<file path="config.mk">
export PLATFORM = sky130hd
export DESIGN_NAME = quoted_field_log_tokenizer_top_flat
export DESIGN_NICKNAME = d
export VERILOG_FILES = /design/src/rtl/qftok_pkg.sv /design/src/rtl/qftok_if.sv /design/src/rtl/qftok_front.sv /design/src/rtl/qftok_queue.sv /design/src/rtl/qftok_back.sv /design/src/rtl/quoted_field_log_tokenizer_top.sv /design/src/flat_wrapper.sv
export VERILOG_INCLUDE_DIRS = /design/src /design/src/rtl
export SDC_FILE = /design/constraint.sdc
export NUM_CORES = 1
export LEC_CHECK = 0
export ABC_AREA = 1
export BUFFER_PORTS_ARGS = -buffer_cell sky130_fd_sc_hd__clkbuf_2
export CAP_MARGIN = 10
export CORE_ASPECT_RATIO = 0.5
export CORE_MARGIN = 5
export CORE_UTILIZATION = 60
export DETAILED_ROUTE_END_ITERATION = 8
export GPL_ROUTABILITY_DRIVEN = 0
export HOLD_SLACK_MARGIN = 0.1
export PLACE_DENSITY = 0.76
export SYNTH_ARGS = -nofsm -noshare
export SYNTH_HDL_FRONTEND = slang
export SYNTH_SLANG_ARGS = --single-unit
</file>
<file path="constraint.sdc">
create_clock -name clk -period 19.2 [get_ports clk]
set_clock_uncertainty 0.05 [all_clocks]
set_input_delay 1.92 -clock clk [delete_from_list [all_inputs] [get_ports clk]]
set_output_delay 1.92 -clock clk [all_outputs]
set_load 0.01 [all_outputs]
</file>
<file path="src/rtl/quoted_field_log_tokenizer_top_assert.svh">
// Assertion macros shared by the tokenizer modules.
// Each expects signals named clk and rst_n in the module that uses it.
`ifndef QUOTED_FIELD_LOG_TOKENIZER_TOP_ASSERT_SVH
`define QUOTED_FIELD_LOG_TOKENIZER_TOP_ASSERT_SVH

// Same-cycle implication.
`define QFTOK_ASSERT_IMP(label, ante, cons) \
  label: assert property (@(posedge clk) disable iff (!rst_n) (ante) |-> (cons)) \
    else $error("qftok assertion failed");

// Next-cycle implication.
`define QFTOK_ASSERT_NEXT(label, ante, cons) \
  label: assert property (@(posedge clk) disable iff (!rst_n) (ante) |=> (cons)) \
    else $error("qftok assertion failed");

`endif

</file>
<file path="src/rtl/qftok_pkg.sv">
`timescale 1ns / 1ps
`default_nettype none
package qftok_pkg;

  localparam int OFFSET_BITS = 32;
  localparam int CFG_IDX_W   = 2;
  localparam int CFG_DATA_W  = 32;
  localparam int SPL_W       = 4;
  localparam int SPC_W       = 5;
  localparam logic [SPC_W-1:0] SPACE_SAT = 5'd16;

  // result queue between front and back
  localparam int QDEPTH = 4;
  localparam int QPTR_W = $clog2(QDEPTH);
  localparam int QCNT_W = QPTR_W + 1;

  // register indexes
  typedef enum logic [CFG_IDX_W-1:0] {
    CFG_BASE_OFFSET   = 2'd0,
    CFG_SPACE_LIMIT   = 2'd1,
    CFG_TRAILING_LINE = 2'd2
  } cfg_reg_t;

  typedef enum logic [1:0] {
    KIND_TOKEN    = 2'd0,
    KIND_LINE_END = 2'd1,
    KIND_REPORT   = 2'd2
  } item_kind_t;

  // byte codes
  localparam logic [7:0] CH_SPACE = 8'h20;
  localparam logic [7:0] CH_QUOTE = 8'h22;
  localparam logic [7:0] CH_COMMA = 8'h2C;
  localparam logic [7:0] CH_LF    = 8'h0A;
  localparam logic [7:0] CH_CR    = 8'h0D;
  localparam logic [7:0] CH_TAB   = 8'h09;

  // bit positions in a bundle's kind mask, emitted in this order
  localparam int KB_TOKEN  = 0;
  localparam int KB_LINE   = 1;
  localparam int KB_REPORT = 2;

  // all results caused by one byte: at most one of each kind
  typedef struct packed {
    logic [2:0]             kinds;
    logic [OFFSET_BITS-1:0] tok_off;
    logic [OFFSET_BITS-1:0] tok_len;
    logic [OFFSET_BITS-1:0] cons;
    logic                   drop;
  } bundle_t;

endpackage
`default_nettype wire

</file>
<file path="src/rtl/qftok_if.sv">
`timescale 1ns / 1ps
`default_nettype none
interface qftok_in_if;
  logic       valid;
  logic       ready;
  logic [7:0] data_byte;
  logic       end_of_buffer;
  modport source(output valid, data_byte, end_of_buffer, input ready);
  modport sink(input valid, data_byte, end_of_buffer, output ready);
endinterface

interface qftok_out_if;
  import qftok_pkg::*;
  logic                   valid;
  logic                   ready;
  logic [1:0]             item_kind;
  logic [OFFSET_BITS-1:0] token_offset;
  logic [OFFSET_BITS-1:0] token_length;
  logic [OFFSET_BITS-1:0] consumed_offset;
  logic                   tail_dropped;
  logic                   last_of_run;
  modport source(output valid, item_kind, token_offset, token_length, consumed_offset,
                 tail_dropped, last_of_run, input ready);
  modport sink(input valid, item_kind, token_offset, token_length, consumed_offset,
               tail_dropped, last_of_run, output ready);
endinterface

interface qftok_cfg_if;
  import qftok_pkg::*;
  logic                  valid;
  logic                  ready;
  logic [CFG_IDX_W-1:0]  index;
  logic [CFG_DATA_W-1:0] data;
  modport source(output valid, index, data, input ready);
  modport sink(input valid, index, data, output ready);
endinterface
`default_nettype wire

</file>
<file path="src/rtl/qftok_front.sv">
`timescale 1ns / 1ps
`default_nettype none
module qftok_front (
  input  wire logic       clk,
  input  wire logic       rst_n,
  qftok_in_if.sink        in_ch,
  qftok_cfg_if.sink       cfg_ch,
  output qftok_pkg::bundle_t push_data,
  output logic            push_valid,
  input  wire logic       push_ready
);
  import qftok_pkg::*;
  `include "quoted_field_log_tokenizer_top_assert.svh"

  // configuration
  logic [OFFSET_BITS-1:0] base_off_r;
  logic [SPL_W-1:0]       space_limit_r;
  logic                   trailing_line_r;

  // line state
  logic                   at_start_r, at_start_nxt;
  logic [OFFSET_BITS-1:0] byte_pos_r, byte_pos_nxt;
  logic                   token_pending_r, token_pending_nxt;
  logic [OFFSET_BITS-1:0] token_begin_r, token_begin_nxt;
  logic                   quote_open_r, quote_open_nxt;
  logic [SPC_W-1:0]       spaces_seen_r, spaces_seen_nxt;
  logic                   line_tok_r, line_tok_nxt;
  logic [OFFSET_BITS-1:0] line_end_r, line_end_nxt;

  logic                   in_fire;
  logic [OFFSET_BITS-1:0] pos, npos, len_a, len_b;
  logic                   do_close, is_lf;
  bundle_t                bnd;

  assign cfg_ch.ready = 1'b1;
  assign in_ch.ready  = push_ready;
  assign in_fire      = in_ch.valid && push_ready;
  assign push_valid   = in_ch.valid && (bnd.kinds != 3'b000);
  assign push_data    = bnd;

  always_comb begin
    pos  = at_start_r ? base_off_r : byte_pos_r;
    npos = pos + 1'b1;
    token_pending_nxt = token_pending_r;
    token_begin_nxt   = token_begin_r;
    quote_open_nxt    = quote_open_r;
    spaces_seen_nxt   = spaces_seen_r;
    line_tok_nxt      = line_tok_r;
    line_end_nxt      = at_start_r ? base_off_r : line_end_r;
    at_start_nxt      = 1'b0;
    byte_pos_nxt      = npos;
    do_close          = 1'b0;
    is_lf             = 1'b0;
    bnd               = '0;
    len_a             = pos - token_begin_r;

    case (in_ch.data_byte)
      CH_SPACE: begin
        if (!quote_open_r) begin
          if (spaces_seen_r < SPACE_SAT) begin
            spaces_seen_nxt = spaces_seen_r + 1'b1;
          end
          if (spaces_seen_nxt <= {1'b0, space_limit_r}) begin
            do_close = 1'b1;
          end else if (!token_pending_r) begin
            token_pending_nxt = 1'b1;
            token_begin_nxt   = pos;
          end
        end
      end
      CH_QUOTE: begin
        quote_open_nxt = !quote_open_r;
        if (!quote_open_r) begin
          token_pending_nxt = 1'b1;
          token_begin_nxt   = npos;
        end else begin
          do_close = 1'b1;
        end
      end
      CH_LF: begin
        if (!quote_open_r) begin
          do_close = 1'b1;
          is_lf    = 1'b1;
        end
      end
      CH_COMMA, CH_CR, CH_TAB: begin
        if (!quote_open_r) begin
          do_close = 1'b1;
        end
      end
      default: begin
        if (!token_pending_r) begin
          token_pending_nxt = 1'b1;
          token_begin_nxt   = pos;
        end
      end
    endcase

    // close the open token at the current byte
    if (do_close) begin
      if (token_pending_r && (len_a != '0)) begin
        bnd.kinds[KB_TOKEN] = 1'b1;
        bnd.tok_off         = token_begin_r;
        bnd.tok_len         = len_a;
        line_tok_nxt        = 1'b1;
      end
      token_pending_nxt = 1'b0;
    end

    if (is_lf) begin
      bnd.kinds[KB_LINE] = line_tok_nxt;
      line_tok_nxt       = 1'b0;
      spaces_seen_nxt    = '0;
      line_end_nxt       = npos;
    end

    len_b = npos - token_begin_nxt;
    if (in_ch.end_of_buffer) begin
      if (trailing_line_r) begin
        if (token_pending_nxt && (len_b != '0)) begin
          bnd.kinds[KB_TOKEN] = 1'b1;
          bnd.tok_off         = token_begin_nxt;
          bnd.tok_len         = len_b;
          line_tok_nxt        = 1'b1;
        end
        if (line_tok_nxt) begin
          bnd.kinds[KB_LINE] = 1'b1;
        end
      end else begin
        bnd.kinds[KB_REPORT] = 1'b1;
        bnd.cons             = line_end_nxt;
        bnd.drop             = line_tok_nxt;
      end
      // clear for the next buffer
      at_start_nxt      = 1'b1;
      token_pending_nxt = 1'b0;
      token_begin_nxt   = '0;
      quote_open_nxt    = 1'b0;
      spaces_seen_nxt   = '0;
      line_tok_nxt      = 1'b0;
    end
  end

  always_ff @(posedge clk) begin
    if (!rst_n) begin
      base_off_r      <= '0;
      space_limit_r   <= 4'd3;
      trailing_line_r <= 1'b1;
      at_start_r      <= 1'b1;
      token_pending_r <= 1'b0;
      token_begin_r   <= '0;
      quote_open_r    <= 1'b0;
      spaces_seen_r   <= '0;
      line_tok_r      <= 1'b0;
      byte_pos_r      <= '0;
      line_end_r      <= '0;
    end else begin
      if (cfg_ch.valid) begin
        case (cfg_ch.index)
          CFG_BASE_OFFSET:   base_off_r      <= cfg_ch.data[OFFSET_BITS-1:0];
          CFG_SPACE_LIMIT:   space_limit_r   <= cfg_ch.data[SPL_W-1:0];
          CFG_TRAILING_LINE: trailing_line_r <= cfg_ch.data[0];
          default: ;
        endcase
      end
      if (in_fire) begin
        at_start_r      <= at_start_nxt;
        byte_pos_r      <= byte_pos_nxt;
        token_pending_r <= token_pending_nxt;
        token_begin_r   <= token_begin_nxt;
        quote_open_r    <= quote_open_nxt;
        spaces_seen_r   <= spaces_seen_nxt;
        line_tok_r      <= line_tok_nxt;
        line_end_r      <= line_end_nxt;
      end
    end
  end

  // an open quote always carries a pending token
  `QFTOK_ASSERT_IMP(a_quote_pending, quote_open_r, token_pending_r)
  `QFTOK_ASSERT_IMP(a_space_sat, 1'b1, spaces_seen_r <= SPACE_SAT)

endmodule
`default_nettype wire

</file>
<file path="src/rtl/qftok_queue.sv">
`timescale 1ns / 1ps
`default_nettype none
module qftok_queue (
  input  wire logic          clk,
  input  wire logic          rst_n,
  input  wire qftok_pkg::bundle_t push_data,
  input  wire logic          push_valid,
  output logic               push_ready,
  output qftok_pkg::bundle_t head_data,
  output logic               head_valid,
  input  wire logic          pop
);
  import qftok_pkg::*;
  `include "quoted_field_log_tokenizer_top_assert.svh"

  bundle_t           entry_r [QDEPTH];
  logic [QPTR_W-1:0] wr_ptr_r, rd_ptr_r;
  logic [QCNT_W-1:0] cnt_r;
  logic              push_fire, pop_fire;

  assign push_ready = (cnt_r != QCNT_W'(QDEPTH));
  assign head_valid = (cnt_r != '0);
  assign head_data  = entry_r[rd_ptr_r];
  assign push_fire  = push_valid && push_ready;
  assign pop_fire   = pop && head_valid;

  always_ff @(posedge clk) begin
    if (push_fire) begin
      entry_r[wr_ptr_r] <= push_data;
    end
  end

  always_ff @(posedge clk) begin
    if (!rst_n) begin
      wr_ptr_r <= '0;
      rd_ptr_r <= '0;
      cnt_r    <= '0;
    end else begin
      if (push_fire) begin
        wr_ptr_r <= wr_ptr_r + 1'b1;
      end
      if (pop_fire) begin
        rd_ptr_r <= rd_ptr_r + 1'b1;
      end
      case ({push_fire, pop_fire})
        2'b10:   cnt_r <= cnt_r + 1'b1;
        2'b01:   cnt_r <= cnt_r - 1'b1;
        default: cnt_r <= cnt_r;
      endcase
    end
  end

  `QFTOK_ASSERT_IMP(a_cnt_bound, 1'b1, cnt_r <= QCNT_W'(QDEPTH))
  `QFTOK_ASSERT_NEXT(a_cnt_grow, push_fire && !pop_fire, cnt_r == $past(cnt_r) + 1'b1)

endmodule
`default_nettype wire

</file>
<file path="src/rtl/qftok_back.sv">
`timescale 1ns / 1ps
`default_nettype none
module qftok_back (
  input  wire logic          clk,
  input  wire logic          rst_n,
  input  wire qftok_pkg::bundle_t head_data,
  input  wire logic          head_valid,
  output logic               pop,
  qftok_out_if.source        out_ch
);
  import qftok_pkg::*;
  `include "quoted_field_log_tokenizer_top_assert.svh"

  logic [2:0]             done_r;
  logic [2:0]             remain, sel;
  logic                   is_last, load;
  logic                   out_valid_r;
  item_kind_t             kind_r;
  logic [OFFSET_BITS-1:0] tok_off_r, tok_len_r, cons_r;
  logic                   drop_r, last_r;

  assign remain  = head_data.kinds & ~done_r;
  // emit token, then line end, then report
  assign sel     = remain & (~remain + 3'd1);
  assign is_last = ((remain & ~sel) == 3'b000);
  assign load    = head_valid && (!out_valid_r || out_ch.ready);
  assign pop     = load && is_last;

  always_ff @(posedge clk) begin
    if (!rst_n) begin
      out_valid_r <= 1'b0;
      done_r      <= '0;
    end else begin
      if (load) begin
        out_valid_r <= 1'b1;
        done_r      <= is_last ? 3'b000 : (done_r | sel);
      end else if (out_ch.ready) begin
        out_valid_r <= 1'b0;
      end
    end
  end

  always_ff @(posedge clk) begin
    if (load) begin
      tok_off_r <= '0;
      tok_len_r <= '0;
      cons_r    <= '0;
      drop_r    <= 1'b0;
      last_r    <= is_last;
      if (sel[KB_TOKEN]) begin
        kind_r    <= KIND_TOKEN;
        tok_off_r <= head_data.tok_off;
        tok_len_r <= head_data.tok_len;
      end else if (sel[KB_LINE]) begin
        kind_r <= KIND_LINE_END;
      end else begin
        kind_r <= KIND_REPORT;
        cons_r <= head_data.cons;
        drop_r <= head_data.drop;
      end
    end
  end

  assign out_ch.valid           = out_valid_r;
  assign out_ch.item_kind       = kind_r;
  assign out_ch.token_offset    = tok_off_r;
  assign out_ch.token_length    = tok_len_r;
  assign out_ch.consumed_offset = cons_r;
  assign out_ch.tail_dropped    = drop_r;
  assign out_ch.last_of_run     = last_r;

  // the head bundle always has an item left to send
  `QFTOK_ASSERT_IMP(a_head_remain, head_valid, remain != 3'b000)

endmodule
`default_nettype wire

</file>
<file path="src/rtl/quoted_field_log_tokenizer_top.sv">
`timescale 1ns / 1ps
`default_nettype none
// Quoted-field line tokenizer. Feed a text buffer one byte per word on in_ch,
// with end_of_buffer set on its final byte; out_ch returns tokens (absolute
// start offset and length), line-end items and, in incremental mode, a
// buffer-end report carrying the offset after the last complete line and a
// flag for withdrawn tokens of the unfinished tail. Every byte that causes
// results marks its final one with last_of_run. Throughput: one byte per
// cycle on the input and, while out_ch is ready, one result per cycle on the
// output, so a stream runs at one byte per cycle as long as results average
// no more than one per byte. The front classifies each byte combinationally
// and packs all of its results (at most three) into one bundle; a four-bundle
// queue decouples it from the back, which sends one item of a bundle per
// cycle through an output register. Input stalls only when that queue is
// full. Results pass the queue, then the output register. Registers on cfg_ch
// (0 buffer start offset, 1 space split limit, 2 trailing-line flush, others
// ignored) are always ready and must be written while the block is idle; a
// new start offset is taken at the first byte of the next buffer.
module quoted_field_log_tokenizer_top (
  input  wire logic    clk,
  input  wire logic    rst_n,
  qftok_in_if.sink     in_ch,
  qftok_out_if.source  out_ch,
  qftok_cfg_if.sink    cfg_ch
);
  import qftok_pkg::*;

  // front to queue
  bundle_t push_data;
  logic    push_valid;
  logic    push_ready;

  // queue to back
  bundle_t head_data;
  logic    head_valid;
  logic    pop;

  // classify bytes, hold line state and registers
  qftok_front u_front (
    .clk        (clk),
    .rst_n      (rst_n),
    .in_ch      (in_ch),
    .cfg_ch     (cfg_ch),
    .push_data  (push_data),
    .push_valid (push_valid),
    .push_ready (push_ready)
  );

  // hold bundles while the output side stalls
  qftok_queue u_queue (
    .clk        (clk),
    .rst_n      (rst_n),
    .push_data  (push_data),
    .push_valid (push_valid),
    .push_ready (push_ready),
    .head_data  (head_data),
    .head_valid (head_valid),
    .pop        (pop)
  );

  // split each bundle into single result words
  qftok_back u_back (
    .clk        (clk),
    .rst_n      (rst_n),
    .head_data  (head_data),
    .head_valid (head_valid),
    .pop        (pop),
    .out_ch     (out_ch)
  );

endmodule
`default_nettype wire
</file>
<file path="src/flat_wrapper.sv">
// flat-port wrapper written by rule: the top's interface ports become plain ports
module quoted_field_log_tokenizer_top_flat import qftok_pkg::*;
  (clk, rst_n, in_ch_valid, in_ch_data_byte, in_ch_end_of_buffer, in_ch_ready, out_ch_valid, out_ch_item_kind, out_ch_token_offset, out_ch_token_length, out_ch_consumed_offset, out_ch_tail_dropped, out_ch_last_of_run, out_ch_ready, cfg_ch_valid, cfg_ch_index, cfg_ch_data, cfg_ch_ready);
  qftok_in_if in_ch_i ();
  qftok_out_if out_ch_i ();
  qftok_cfg_if cfg_ch_i ();
  input  wire logic clk;
  input  wire logic rst_n;
  input wire logic [$bits(in_ch_i.valid)-1:0] in_ch_valid;
  input wire logic [$bits(in_ch_i.data_byte)-1:0] in_ch_data_byte;
  input wire logic [$bits(in_ch_i.end_of_buffer)-1:0] in_ch_end_of_buffer;
  output wire logic [$bits(in_ch_i.ready)-1:0] in_ch_ready;
  output wire logic [$bits(out_ch_i.valid)-1:0] out_ch_valid;
  output wire logic [$bits(out_ch_i.item_kind)-1:0] out_ch_item_kind;
  output wire logic [$bits(out_ch_i.token_offset)-1:0] out_ch_token_offset;
  output wire logic [$bits(out_ch_i.token_length)-1:0] out_ch_token_length;
  output wire logic [$bits(out_ch_i.consumed_offset)-1:0] out_ch_consumed_offset;
  output wire logic [$bits(out_ch_i.tail_dropped)-1:0] out_ch_tail_dropped;
  output wire logic [$bits(out_ch_i.last_of_run)-1:0] out_ch_last_of_run;
  input wire logic [$bits(out_ch_i.ready)-1:0] out_ch_ready;
  input wire logic [$bits(cfg_ch_i.valid)-1:0] cfg_ch_valid;
  input wire logic [$bits(cfg_ch_i.index)-1:0] cfg_ch_index;
  input wire logic [$bits(cfg_ch_i.data)-1:0] cfg_ch_data;
  output wire logic [$bits(cfg_ch_i.ready)-1:0] cfg_ch_ready;
  assign in_ch_i.valid = in_ch_valid;
  assign in_ch_i.data_byte = in_ch_data_byte;
  assign in_ch_i.end_of_buffer = in_ch_end_of_buffer;
  assign in_ch_ready = in_ch_i.ready;
  assign out_ch_valid = out_ch_i.valid;
  assign out_ch_item_kind = out_ch_i.item_kind;
  assign out_ch_token_offset = out_ch_i.token_offset;
  assign out_ch_token_length = out_ch_i.token_length;
  assign out_ch_consumed_offset = out_ch_i.consumed_offset;
  assign out_ch_tail_dropped = out_ch_i.tail_dropped;
  assign out_ch_last_of_run = out_ch_i.last_of_run;
  assign out_ch_i.ready = out_ch_ready;
  assign cfg_ch_i.valid = cfg_ch_valid;
  assign cfg_ch_i.index = cfg_ch_index;
  assign cfg_ch_i.data = cfg_ch_data;
  assign cfg_ch_ready = cfg_ch_i.ready;
  quoted_field_log_tokenizer_top u_core (.clk(clk), .rst_n(rst_n), .in_ch(in_ch_i), .out_ch(out_ch_i), .cfg_ch(cfg_ch_i));
endmodule
</file>
# --- After elaboration in Yosys (flattened, before gate mapping) ---
# Memory sizes are Yosys's and may differ from the RTL's. A register that Yosys moved wholly into a read port is not among the register bits.
# Cells that the tools add are included.
word_totals:
  latchBits: 0
  memories: 1
  ramBits: 400
  inputBits: 48
  reg_bits: 253
  romBits: 0
  word_cells: 137
mem_list:
  columns: ["name", "depth", "width", "read_ports", "rd_ports_with_merged_regs", "write_ports", "line_no", "rtl"]
  rows:
  - ["u_core.u_queue.entry_r", 4, 100, 1, 1, 1, "qftok_queue.sv:16", "bundle_t entry_r [QDEPTH];"]
op_classes:
  shifts: 0
  order_cmp: 2
  reduce_logical: 28
  n_mul: 0
  eq_ne: 12
  n_mux: 56
  add_sub_neg: 9
  n_div: 0
  bitwise_logic: 7
op_table:
  columns: ["cell", "count"]
  rows:
  - ["32-bit two-way mux", 8]
  - ["65-bit two-way mux", 3]
  - ["100-bit two-way mux", 1]
  - ["32-bit one-hot mux with 3 select lines", 1]
  - ["66-bit two-way mux", 1]
  - ["32-bit nonzero test", 2]
  - ["32-bit subtractor", 2]
  - ["5-bit two-way mux", 7]
  - ["33-bit two-way mux", 1]
  - ["32-bit by 1-bit adder with 32-bit output (second input constant)", 1]
  - ["1-bit two-way mux", 27]
  - ["8-bit by 4-bit == test with 1-bit output (second input constant)", 3]
  - ["8-bit by 6-bit == test with 1-bit output (second input constant)", 3]
  - ["3-bit bitwise AND", 3]
  - ["3-bit inverter", 3]
  - ["3-bit nonzero test", 3]
  - ["1-bit logical AND", 8]
  - ["2-bit AND reduction", 4]
  - ["3-bit by 1-bit adder with 3-bit output (second input constant)", 2]
  - ["2-bit two-way mux", 3]
  - ["1-bit one-hot mux with 3 select lines", 2]
  - ["3-bit one-hot mux with 2 select lines", 1]
  - ["2-bit nonzero test", 3]
  - ["5-bit by 1-bit adder with 5-bit output (second input constant)", 1]
  - ["other kinds (17)", 21]

# --- Depth between registers and ports, before layout ---
# Gate-level depths: netlist (run 1).
logic_depth:
  word_depth: 22
  mapped_depth: 50
  ltp_nobuf: 47

# --- Hierarchy ---
# From an unflattened synthesis (run 1), not the netlist that was laid out.
unflattened:
  cells_unflattened: 4080
  area_unflattened_um2: 34499.3
modules_own_cells:
  columns: ["module", "cells_per_inst", "area_per_inst_um2", "instances", "seq_area_each_um2"]
  rows:
  - ["qftok_queue", 1035, 15438.6, 1, 12191.7]
  - ["qftok_front", 2704, 15005.6, 1, 2842.7]
  - ["qftok_back", 341, 4055.1, 1, 3083.0]

# --- Least setup slack after synthesis (run 1) ---
# No wires, ideal clock.
synth_path:
  path_type: "in2reg"
  start: "input port in_ch_data_byte[1]"
  end: "memory u_core.u_queue.entry_r[0][0] in the netlist's numbering, enable pin"
  arrival_time_ps: 9384
  path_buffers: 3
  setup_ps: 559
  path_slack_ps: 9206
  stages: 30
  path_cell_list: "inv_1 -> nor2_1 -> inv_1 -> nor3_1 -> inv_1 -> clkbuf_1 -> clkbuf_1 -> a21oi_1 -> o21ai_0 -> o21ai_0 -> a21oi_1 -> ha_1 -> nand2_1 -> inv_1 -> nand2_1 -> nand2_1 -> a21oi_1 -> o21a_1 -> nand2_1 -> a31oi_1 -> xnor2_1 -> nor2_1 -> nand2_1 -> nand2_2 -> buf_6 -> nand2_1 -> nand2_2 -> nand2_2 -> nand2_2 -> nor2_1"
synth_between:
  elab_chain_cells: 17
  word_cells_on_any_way: 31
  classes_between: "add/sub (1); eq/ne (6); mux (18); reduce/logical (6)"
synth_rtl:
  columns: ["item", "line_no", "rtl"]
  rows:
  - ["start: declaration", "flat_wrapper.sv:10", "input wire logic [$bits(in_ch_i.data_byte)-1:0] in_ch_data_byte;"]
  - ["8-bit by 6-bit == test with 1-bit output / 8-bit by 4-bit == test with 1-bit output (equally long branches)", "qftok_front.sv:57", "case (in_ch.data_byte)"]
  - ["4-bit OR reduction (no line)", null, null]
  - ["32-bit one-hot mux with 3 select lines", "qftok_front.sv:57", null]
  - ["32-bit subtractor", "qftok_front.sv:117", "len_b = npos - token_begin_nxt;"]
  - ["32-bit nonzero test", "qftok_front.sv:120", "if (token_pending_nxt && (len_b != '0)) begin"]
  - ["1-bit logical AND", "qftok_front.sv:120", null]
  - ["1-bit two-way mux", "qftok_front.sv:120", null]
  - ["1-bit two-way mux", "qftok_front.sv:119", "if (trailing_line_r) begin"]
  - ["1-bit two-way mux", "qftok_front.sv:118", "if (in_ch.end_of_buffer) begin"]
  - ["1-bit two-way mux", "qftok_front.sv:126", "if (line_tok_nxt) begin"]
  - ["66-bit two-way mux", "qftok_front.sv:119", null]
  - ["100-bit two-way mux (*)", "qftok_front.sv:118", null]
  - ["3-bit nonzero test (*)", "qftok_front.sv:38", "assign push_valid = in_ch.valid && (bnd.kinds != 3'b000);"]
  - ["1-bit logical AND (*)", "qftok_front.sv:38", null]
  - ["1-bit logical AND (*)", "qftok_queue.sv:24", "assign push_fire = push_valid && push_ready;"]
  - ["1-bit two-way mux (*)", "qftok_queue.sv:28", "if (push_fire) begin"]
  - ["1-bit two-way mux (not written as such) (*)", "qftok_queue.sv:29", "entry_r[wr_ptr_r] <= push_data;"]
  - ["end: declaration", "qftok_queue.sv:16", null]
# Mark *: on every way between the ends. The rest lies on a longest branch, timed or not. The select of a mux whose other input is x is not followed.

==> results.env, run 1 <==
RUN_STATUS='completed'
CORE-AREA_UM2=55600
FINAL_ANTENNA_NET_COUNT=0
TRITONCTS_CLOCK_TREE='done'
DIE-HEIGHT_UM=178
AREA.GROWTH.SYNTH_TO_FINAL_PCT=8.98
CRITICAL_PATH.STARTPOINT_TYPE='flip-flop'
GRT_UTIL_ALL_LAYERS_PCT=30.2
COMMONEST_NON_FILL_NON_TAP_CELL_IN_THE_LAYOUT='sky130_fd_sc_hd__nand2_1'
LAYOUT_COMMON_CELLS='sky130_fd_sc_hd__nand2_1 (735), sky130_fd_sc_hd__nor2_1 (645), sky130_fd_sc_hd__o21ai_0 (528)'
ROW_COUNT=61
DIEWIDTH_UM=345
GRT_OVERFLOW=0
POWER.SHARE.COMBINATIONAL_PCT=34.4
CRITICAL-PATH-SLOWEST-CELL='sky130_fd_sc_hd__buf_4'
CP.ARRIVAL_NS=9.20
CTSROOTBUFFERMASTER='sky130_fd_sc_hd__clkbuf_16'
MAX_SLEW.WORST_PIN.SLEW_NS=1.21
POST_CTS.REPAIR.SETUP_BUFFERS=0
PERIOD_SHARE_PCT=47.1
ANTENNA_VIOLATIONS_BEFORE_REPAIR=4
SETUP-VIOLATIONS-FINAL=0
YS_SEQ_ELEMENTS=655
GLOBAL_ROUTE_WIRE_LENGTH_BEFORE_REPAIR_UM=145000
LAYOUT-DRIVE-GT1-SHARE_PCT=8.13
POWER.DENSITY_nW_PER_UM2=126
LAYOUT.FILLER_CELLS=4509
POSTROUTEWIRELENGTH_UM=95300
COUNT_OF_INSERTED_ANTENNA_DIODE_CELLS=0
CRIT_PATH_MAX_FANOUT=67
FIN_SETUP_TNS_NS=0
RELSLEWSLACK_PCT=18.8
ROUTEDWLPERCELL_UM=19.5
SYNTHESIS.AREA_UM2=33700
CTS-RESIZED-GATES=0
SYNTHDISTINCTLIBCELLS=52
HOLD_VIOLATIONS=0
VIAS_PER_CELL=5.81
SYNTH.AVG_CELL_AREA_UM2=8.37
CLOCK_LATENCY_NS=0.60
SYN_NETS=4157
CLK_TRANSITION_REPORTED_PATHS_NS=0.08
CAP_VIOLATIONS=0
CLOCK_PATH_BUFFERS=3
MULTI_INPUT_AREA_UM2=12900
DIEAREA_UM2=61300
MAX_FREQ_MHz=111
GRT_START_MAX_NET_PINS=130
DRT_ITER0_DRC=4273
WORST-ENDPOINT-REQUIRED_NS=19.35
POST_CTS_HOLD_BUFFER_COUNT=0
FLOORPLAN.INITIALDENSITY_PCT=60.6
LEAKAGE_nW=15.7
FINAL_MAX_SLEW_VIOL_COUNT=0
DP.FINAL_HPWL_UM=65600
SEQUENTIAL_CELL_AREA_UM2=18100
CRITPATHCAPTURETYPE='flip-flop'
GRT_SETUP_UNREPAIRED='false'
WORST_PATH_LARGEST_CELL_DELAY_NS=0.86
CLOCK_SINK_COUNT=655
POWER.IR.VDD_WORST_mV=0.0945
SWITCHINGPOWER_mW=1.71
CTS_MADE_BUFFERS=54
SYNTH-ASYNC-RESET-RATIO_PCT=0
POWER_SWITCHING_SHARE_PCT=37.2
FIRST_PASS_ITERS=7
POST_ROUTE_TOTAL_POWER_mW=4.61
SYNTHESIZED_INSTANCE_COUNT=4023
NUM_IO_PINS=151
NUM-NETS-FINAL=4213
SHARE_SEQ_OF_TOTAL_POWER_PCT=41.1
SYNTH-WARNING-COUNT=0
HTREE_LEVELS=2
I_O_BUFFERS=149
YS_DOMINANT_REG_CELL='sky130_fd_sc_hd__edfxtp_1'
TIMING.CRITICAL_PATH.MODE_CELL='sky130_fd_sc_hd__nand2_1'
ROUTED-VIA-COUNT=28300
WORSTSETUPPATHTYPE='reg2reg'
CELLINTERNALPOWER_mW=2.90
LAYOUT_MIN_CYCLE_TIME_NS=9.04
SYNTH_EDF_COUNT=500
GRT_PASS1_VIAS=25600
DRC_ERRORS=0
SYNTH-SEQ-AREA-SHARE_PCT=53.8
MIN-DELAY-PATH-CLASS='reg2reg'
POWER.CLOCK.FRACTION_PCT=24.4
layout make-up:
cell class / instances / share of cell area, %
Inverter: 513 / 5.26
Tap cell: 756 / 2.58
Timing Repair Buffer: 180 / 2.67
Clock inverter: 31 / 0.897
Sequential cell: 655 / 49.4
Clock buffer: 68 / 3.94
Multi-Input combinational cell: 2675 / 35.3
synth_stat cells, types with 2 or more instances:
| master | number | area [um^2] |
|---|---|---|
| sky130_fd_sc_hd__a211oi_1 | 5 | 37.5 |
| sky130_fd_sc_hd__a21o_1 | 5 | 37.5 |
| sky130_fd_sc_hd__a21oi_1 | 324 | 1620 |
| sky130_fd_sc_hd__a221oi_1 | 6 | 52.6 |
| sky130_fd_sc_hd__a22oi_1 | 2 | 15.0 |
| sky130_fd_sc_hd__a31oi_1 | 5 | 31.3 |
| sky130_fd_sc_hd__a32o_1 | 2 | 20.0 |
| sky130_fd_sc_hd__and2_1 | 5 | 31.3 |
| sky130_fd_sc_hd__buf_1 | 21 | 78.8 |
| sky130_fd_sc_hd__buf_2 | 12 | 60.1 |
| sky130_fd_sc_hd__buf_4 | 3 | 22.5 |
| sky130_fd_sc_hd__buf_6 | 3 | 33.8 |
| sky130_fd_sc_hd__clkbuf_1 | 136 | 510 |
| sky130_fd_sc_hd__clkbuf_2 | 3 | 15.0 |
| sky130_fd_sc_hd__dfxtp_1 | 155 | 3100 |
| sky130_fd_sc_hd__edfxtp_1 | 500 | 15000 |
| sky130_fd_sc_hd__fa_1 | 3 | 60.1 |
| sky130_fd_sc_hd__ha_1 | 83 | 1040 |
| sky130_fd_sc_hd__inv_1 | 511 | 1920 |
| sky130_fd_sc_hd__inv_2 | 2 | 7.51 |
| sky130_fd_sc_hd__nand2_1 | 737 | 2770 |
| sky130_fd_sc_hd__nand2_2 | 33 | 206 |
| sky130_fd_sc_hd__nand2_4 | 8 | 90.1 |
| sky130_fd_sc_hd__nand3_1 | 95 | 475 |
| sky130_fd_sc_hd__nand3_2 | 2 | 20.0 |
| sky130_fd_sc_hd__nand3b_1 | 13 | 97.6 |
| sky130_fd_sc_hd__nand4_1 | 30 | 188 |
| sky130_fd_sc_hd__nor2_1 | 650 | 2440 |
| sky130_fd_sc_hd__nor2_2 | 5 | 31.3 |
| sky130_fd_sc_hd__nor2_4 | 4 | 45.0 |
| sky130_fd_sc_hd__nor3_1 | 18 | 90.1 |
| sky130_fd_sc_hd__nor4_1 | 9 | 56.3 |
| sky130_fd_sc_hd__o211ai_1 | 12 | 90.1 |
| sky130_fd_sc_hd__o21a_1 | 9 | 67.6 |
| sky130_fd_sc_hd__o21ai_0 | 528 | 2640 |
| sky130_fd_sc_hd__o21ai_1 | 12 | 60.1 |
| sky130_fd_sc_hd__o21bai_1 | 11 | 82.6 |
| sky130_fd_sc_hd__o221ai_1 | 2 | 17.5 |
| sky130_fd_sc_hd__o22ai_1 | 7 | 43.8 |
| sky130_fd_sc_hd__or2_2 | 3 | 18.8 |
| sky130_fd_sc_hd__xnor2_1 | 13 | 114 |
| sky130_fd_sc_hd__xor2_1 | 26 | 228 |
cells by family after synthesis:
group                      after synthesis  synth area share, %
AOI/OAI and AO/OA                      934                 14.4
xor gates and xnor gates                39                 1.01
adders and majority gates               86                 3.26
buffers and inverters                  693                 7.96
DFF                                    655                 53.8
muxes                                    1               0.0297
other                                    1               0.0111
and+or+nand+nor                       1614                 19.5
metrics by stage:
stage	setup WS [ns]	util (%)	std cells	area, um^2	hold slack [ns]
finish	10.16	66.1	4878	36700	0.418
global route	9.76	66.1	4878	36700	0.429
CTS	10.52	66.1	4878	36700	0.416
detailed placement	10.19	62.9	4779	34900	0.406
global placement	10.33	62.9	4779	34900	0.394
floorplan	9.21	-	4023	33700	0.378
state kept, by name, indices dropped and copies added, names as in the netlist, 2 cells and up, named ones only:
signal / count
u_core.u_front.space_limit_r: 4
u_core.u_front.base_off_r: 32
u_core.u_back.out_ch.token_offset: 32
u_core.u_front.byte_pos_r: 32
u_core.u_queue.entry_r: 400
u_core.u_queue.cnt_r: 3
u_core.u_back.out_ch.item_kind: 2
u_core.u_back.done_r: 3
u_core.u_back.out_ch.consumed_offset: 32
u_core.u_back.out_ch.token_length: 32
u_core.u_front.token_begin_r: 32
u_core.u_queue.wr_ptr_r: 2
u_core.u_queue.rd_ptr_r: 2
u_core.u_front.spaces_seen_r: 5
u_core.u_front.line_end_r: 32
path summary, 6_finish.rpt:
check | from | end | slack, ns | cells after the start
setup / recovery | u_core.u_front.at_start_r | u_core.u_queue.entry_r[2][59] | 10.16 | 36
hold reg to reg | u_core.u_front.token_begin_r[17] | u_core.u_front.token_begin_r[17] | 0.42 | 2
hold / removal | u_core.u_front.token_begin_r[17] | u_core.u_front.token_begin_r[17] | 0.42 | 2
setup reg to reg | u_core.u_front.at_start_r | u_core.u_queue.entry_r[2][59] | 10.16 | 36
layer usage:
layer	GRT usage (%)	vias to the layer above	share of wire (%)
li1	-	13400	-
met1	44.5	13200	42
met2	45.1	1541	43
met3	8.19	211	13
met4	6.70	8	2.4
met5	0	-	0.058
power by group through the flow:
stage	Sequential (mW)	Clock (mW)	Combinational, mW
final	1.90	1.13	1.59
after global routing	1.92	1.19	1.76
after CTS	1.90	1.14	1.56
after detailed placement	1.93	0	1.55
after global placement	1.92	0	1.52
after floorplan	2.00	0	0.989
critical path, delay by kind of cell, from the launching register on:
family / cells / cell delay [ns]
adder cells (fa/ha/maj): 2 / 0.65
flip-flops: 1 / 0.33
XOR/XNOR: 1 / 0.72
AND/OR/NAND/NOR: 24 / 3.90
AO/OA/AOI/OAI: 6 / 1.23
buffers and inverters: 3 / 1.62
Power figures use the tool's default switching activity.
==> run 2: changes to the inputs <==
--- a/config.mk
+++ b/config.mk
@@ -6,7 +6,7 @@
 export SDC_FILE = /design/constraint.sdc
 export NUM_CORES = 1
 export LEC_CHECK = 0
-export ABC_AREA = 1
+export ABC_AREA = 0
 export BUFFER_PORTS_ARGS = -buffer_cell sky130_fd_sc_hd__clkbuf_2
 export CAP_MARGIN = 10
 export CORE_ASPECT_RATIO = 0.5
==> constraint.sdc (replaced) <==
create_clock -name clk -period 8.6 [get_ports clk]
set_clock_uncertainty 0.05 [all_clocks]
set_input_delay 0.86 -clock clk [delete_from_list [all_inputs] [get_ports clk]]
set_output_delay 0.86 -clock clk [all_outputs]
set_load 0.01 [all_outputs]
==> run 2 against run 1 <==
Against the previous run: power increased by 97%; highest routed layer is now met4; design area down 4.2%; register-to-register slack worse by 9.8 ns; largest cell class unchanged; critical endpoint is now u_core.u_queue.entry_r[3][40].
==> results.env, run 2 <==
RUN_STATUS='completed'
POWER.IR.VDD_WORST_mV=0.153  # +62%
CLOCK_SINK_COUNT=655  # unchanged
WORST_PATH_LARGEST_CELL_DELAY_NS=0.79  # -0.07 ns
WORSTSETUPPATHTYPE='reg2reg'
CLK_TRANSITION_REPORTED_PATHS_NS=0.08  # about the same
FINAL_ANTENNA_NET_COUNT=0  # unchanged
SYNTH-SEQ-AREA-SHARE_PCT=56.9  # +3.1 points
CORE-AREA_UM2=52300  # -5.9%
CRITICAL_PATH_BUF_INV_COUNT=5  # +2
I_O_BUFFERS=149  # unchanged
SYNTHESIZED_INSTANCE_COUNT=2647  # -34%
ANTENNA_VIOLATIONS_BEFORE_REPAIR=0  # -4
NUM-NETS-FINAL=2870  # -32%
DRC_ERRORS=0  # unchanged
ROUTED-VIA-COUNT=22300  # -21%
POST_CTS_HOLD_BUFFER_COUNT=0  # unchanged
REGMOSTFLOPS='u_core.u_queue.entry_r'
GRT_OVERFLOW=0  # unchanged
DP.FINAL_HPWL_UM=56000  # -15%
CRITICAL-PATH-SLOWEST-CELL='sky130_fd_sc_hd__o311a_4'
YOSYSTOPAREACELLSHARE_PCT=47.1  # +2.6 points
VIAS_PER_CELL=6.41  # +10%
GRT_PASS1_VIAS=21000  # -18%
CRIT_PATH_MAX_FANOUT=62  # -7.5%
CTSROOTBUFFERMASTER='sky130_fd_sc_hd__clkbuf_16'
CLOCK_LATENCY_NS=0.60  # about the same
DIE-HEIGHT_UM=173  # -2.6%
CTS_MADE_BUFFERS=55  # +1.9%
SYNTHDISTINCTLIBCELLS=89  # +71%
SYNTH.LARGEST_AREA_CELL='sky130_fd_sc_hd__edfxtp_1'
LAYOUT-DRIVE-GT1-SHARE_PCT=15.3  # +7.2 points
GRT_UTIL_ALL_LAYERS_PCT=27.8  # -2.4 points
SYN_NETS=2781  # -33%
ROUTEDWLPERCELL_UM=23.5  # +20%
GRT_SETUP_UNREPAIRED='false'
FLOORPLAN.INITIALDENSITY_PCT=60.9  # +0.32 points
FIN_SETUP_TNS_NS=0  # unchanged
GLOBAL_ROUTE_WIRE_LENGTH_BEFORE_REPAIR_UM=126000  # -13%
CP.ARRIVAL_NS=8.49  # -0.71 ns
RELSLEWSLACK_PCT=21.7  # +2.9 points
POST_ROUTE_TOTAL_POWER_mW=9.07  # +97%
COUNT_OF_INSERTED_ANTENNA_DIODE_CELLS=0  # unchanged
TIMING.CRITICAL_PATH.MODE_CELL='sky130_fd_sc_hd__inv_1'
CLOCK_PATH_BUFFERS=3  # unchanged
WORST-ENDPOINT-REQUIRED_NS=8.87  # -10.48 ns
SETUP-VIOLATIONS-FINAL=0  # unchanged
WORST_PATH_DOMINANT_CELL_FAMILY='compound AO/OA/AOI/OAI gates'
LARGEST_REGISTER_FFS=400  # unchanged
SYNTHESIS.AREA_UM2=31800  # -5.4%
LAYOUT_COMMON_CELLS='sky130_fd_sc_hd__edfxtp_1 (500), sky130_fd_sc_hd__nand2_1 (272), sky130_fd_sc_hd__dfxtp_1 (152)'
TRITONCTS_CLOCK_TREE='done'
POWER.DENSITY_nW_PER_UM2=258  # +110%
ROW_COUNT=59  # -3.3%
SYNTH_AREA_LEADERS='sky130_fd_sc_hd__edfxtp_1 (47%), sky130_fd_sc_hd__dfxtp_1 (9.7%), sky130_fd_sc_hd__mux4_2 (7.1%)'
YS_SEQ_ELEMENTS=655  # unchanged
CRITPATHCAPTURETYPE='flip-flop'
FIRST_PASS_ITERS=6  # -1
HTREE_LEVELS=2  # unchanged
LAYOUT_MIN_CYCLE_TIME_NS=8.22  # -0.817 ns
PERIOD_SHARE_PCT=95.6  # +49 points
COMMONEST_NON_FILL_NON_TAP_CELL_IN_THE_LAYOUT='sky130_fd_sc_hd__edfxtp_1'
CRITICAL_PATH.STARTPOINT_TYPE='flip-flop'
POST_CTS.REPAIR.SETUP_BUFFERS=0  # unchanged
MIN-DELAY-PATH-CLASS='reg2reg'
DIEAREA_UM2=58100  # -5.2%
SYNTH.CELLS.MOST_FREQUENT='sky130_fd_sc_hd__edfxtp_1 (500), sky130_fd_sc_hd__nand2_1 (273), sky130_fd_sc_hd__dfxtp_1 (155), sky130_fd_sc_hd__o21ai_0 (142), sky130_fd_sc_hd__inv_1 (135)'
LAYOUT.FILLER_CELLS=3780  # -16%
YS_DOMINANT_REG_CELL='sky130_fd_sc_hd__edfxtp_1'
SYNTH.AVG_CELL_AREA_UM2=12.0  # +44%
COUNT_LEADER_SYNTH='sky130_fd_sc_hd__edfxtp_1'
CTS-RESIZED-GATES=0  # unchanged
AREA.GROWTH.SYNTH_TO_FINAL_PCT=10.4
GRT_START_MAX_NET_PINS=111  # -15%
DIEWIDTH_UM=336  # -2.7%
LEAKAGE_nW=12.9  # -18%
MAX_FREQ_MHz=122  # +9.9%
SYNTH_EDF_COUNT=500  # unchanged
SYNTH-ASYNC-RESET-RATIO_PCT=0  # unchanged
CAP_VIOLATIONS=0  # unchanged
FINAL_MAX_SLEW_VIOL_COUNT=0  # unchanged
NUM_IO_PINS=151  # unchanged
HOLD_VIOLATIONS=0  # unchanged
SYNTH-WARNING-COUNT=0  # unchanged
DRT_ITER0_DRC=2884  # -33%
MAX_SLEW.WORST_PIN.SLEW_NS=1.16  # -0.0426 ns
POSTROUTEWIRELENGTH_UM=82000  # -14%
-- run 2: cell types whose count changed in the layout (fill, tap and decap cells not counted), sizes merged, moves of 100 or more --
cell and delta:
nor2 -547, nand2 -505, o21ai -396, inv -372
a21oi -208, nor2b +116, mux4 +100
-- run 2: stage by stage --
step | cell area (um^2) | utilization, % | instances | setup WS, ns | hold WS (ns)
finish | 35200 | 67.3 | 3483 | 0.376 | 0.416
global route | 35200 | 67.3 | 3483 | 0.0999 | 0.441
CTS | 35200 | 67.3 | 3483 | 0.684 | 0.416
detailed placement | 33300 | 63.8 | 3380 | 0.534 | 0.404
global placement | 33300 | 63.8 | 3380 | 0.683 | 0.397
floorplan | 31800 | - | 2647 | 0.180 | 0.378
-- run 2: kinds of logic (layout without fill, tap and decap cells) --
logic type,after synthesis,count (layout),share of synthesized area [%]
AOI/OAI and AO/OA,622,622,13.0
xor gates and xnor gates,87,87,2.39
adders and majority gates,86,86,3.45
buffers and inverters,295,430,3.59
DFF,655,655,56.9
muxes,156,156,8.88
other,1,1,0.0118
and+or+nand+nor,745,745,11.7
-- run 2: routing by layer --
metal	wire, um	GRT usage, %	vias to the layer above
met5	0	0	-
met1	35700	42.8	11000
met2	35100	40.3	1166
li1	-	-	10100
met4	1500	4.52	0
met3	9680	8.14	128
-- run 2: tightest hold or removal path, delay by kind of cell (launching register included) --
| kind | cells | cell delay, ns |
|---|---|---|
| simple gates | 1 | 0.05 |
| flops | 1 | 0.31 |
| compound gates | 1 | 0.06 |
-- run 2: worst paths after layout --
path	startpoint	cells after the start	slack (ns)	endpoint
min	u_core.u_front.byte_pos_r[24]	2	0.42	u_core.u_front.byte_pos_r[24]
min reg2reg	u_core.u_front.byte_pos_r[24]	2	0.42	u_core.u_front.byte_pos_r[24]
max reg2reg	u_core.u_front.at_start_r	25	0.38	u_core.u_queue.entry_r[3][40]
max	u_core.u_front.at_start_r	25	0.38	u_core.u_queue.entry_r[3][40]
-- run 2: cell type report --
cell class / count / area, um^2 / share of cell area [%]
inverter: 135 / 507 / 1.44
clock inverter: 37 / 365 / 1.04
multi-input combinational: 1697 / 12700 / 36.0
clock buffer: 66 / 1480 / 4.21
tap: 701 / 877 / 2.49
timing repair buffer: 192 / 1130 / 3.22
sequential: 655 / 18100 / 51.5
-- run 2: power breakdown --
part           leakage [nW]  internal [mW]  switching, mW
Combinational          5.92          0.908           1.45
Clock                 0.892           1.42           1.15
Sequential             6.05           3.98          0.163
Total                  12.9           6.31           2.76
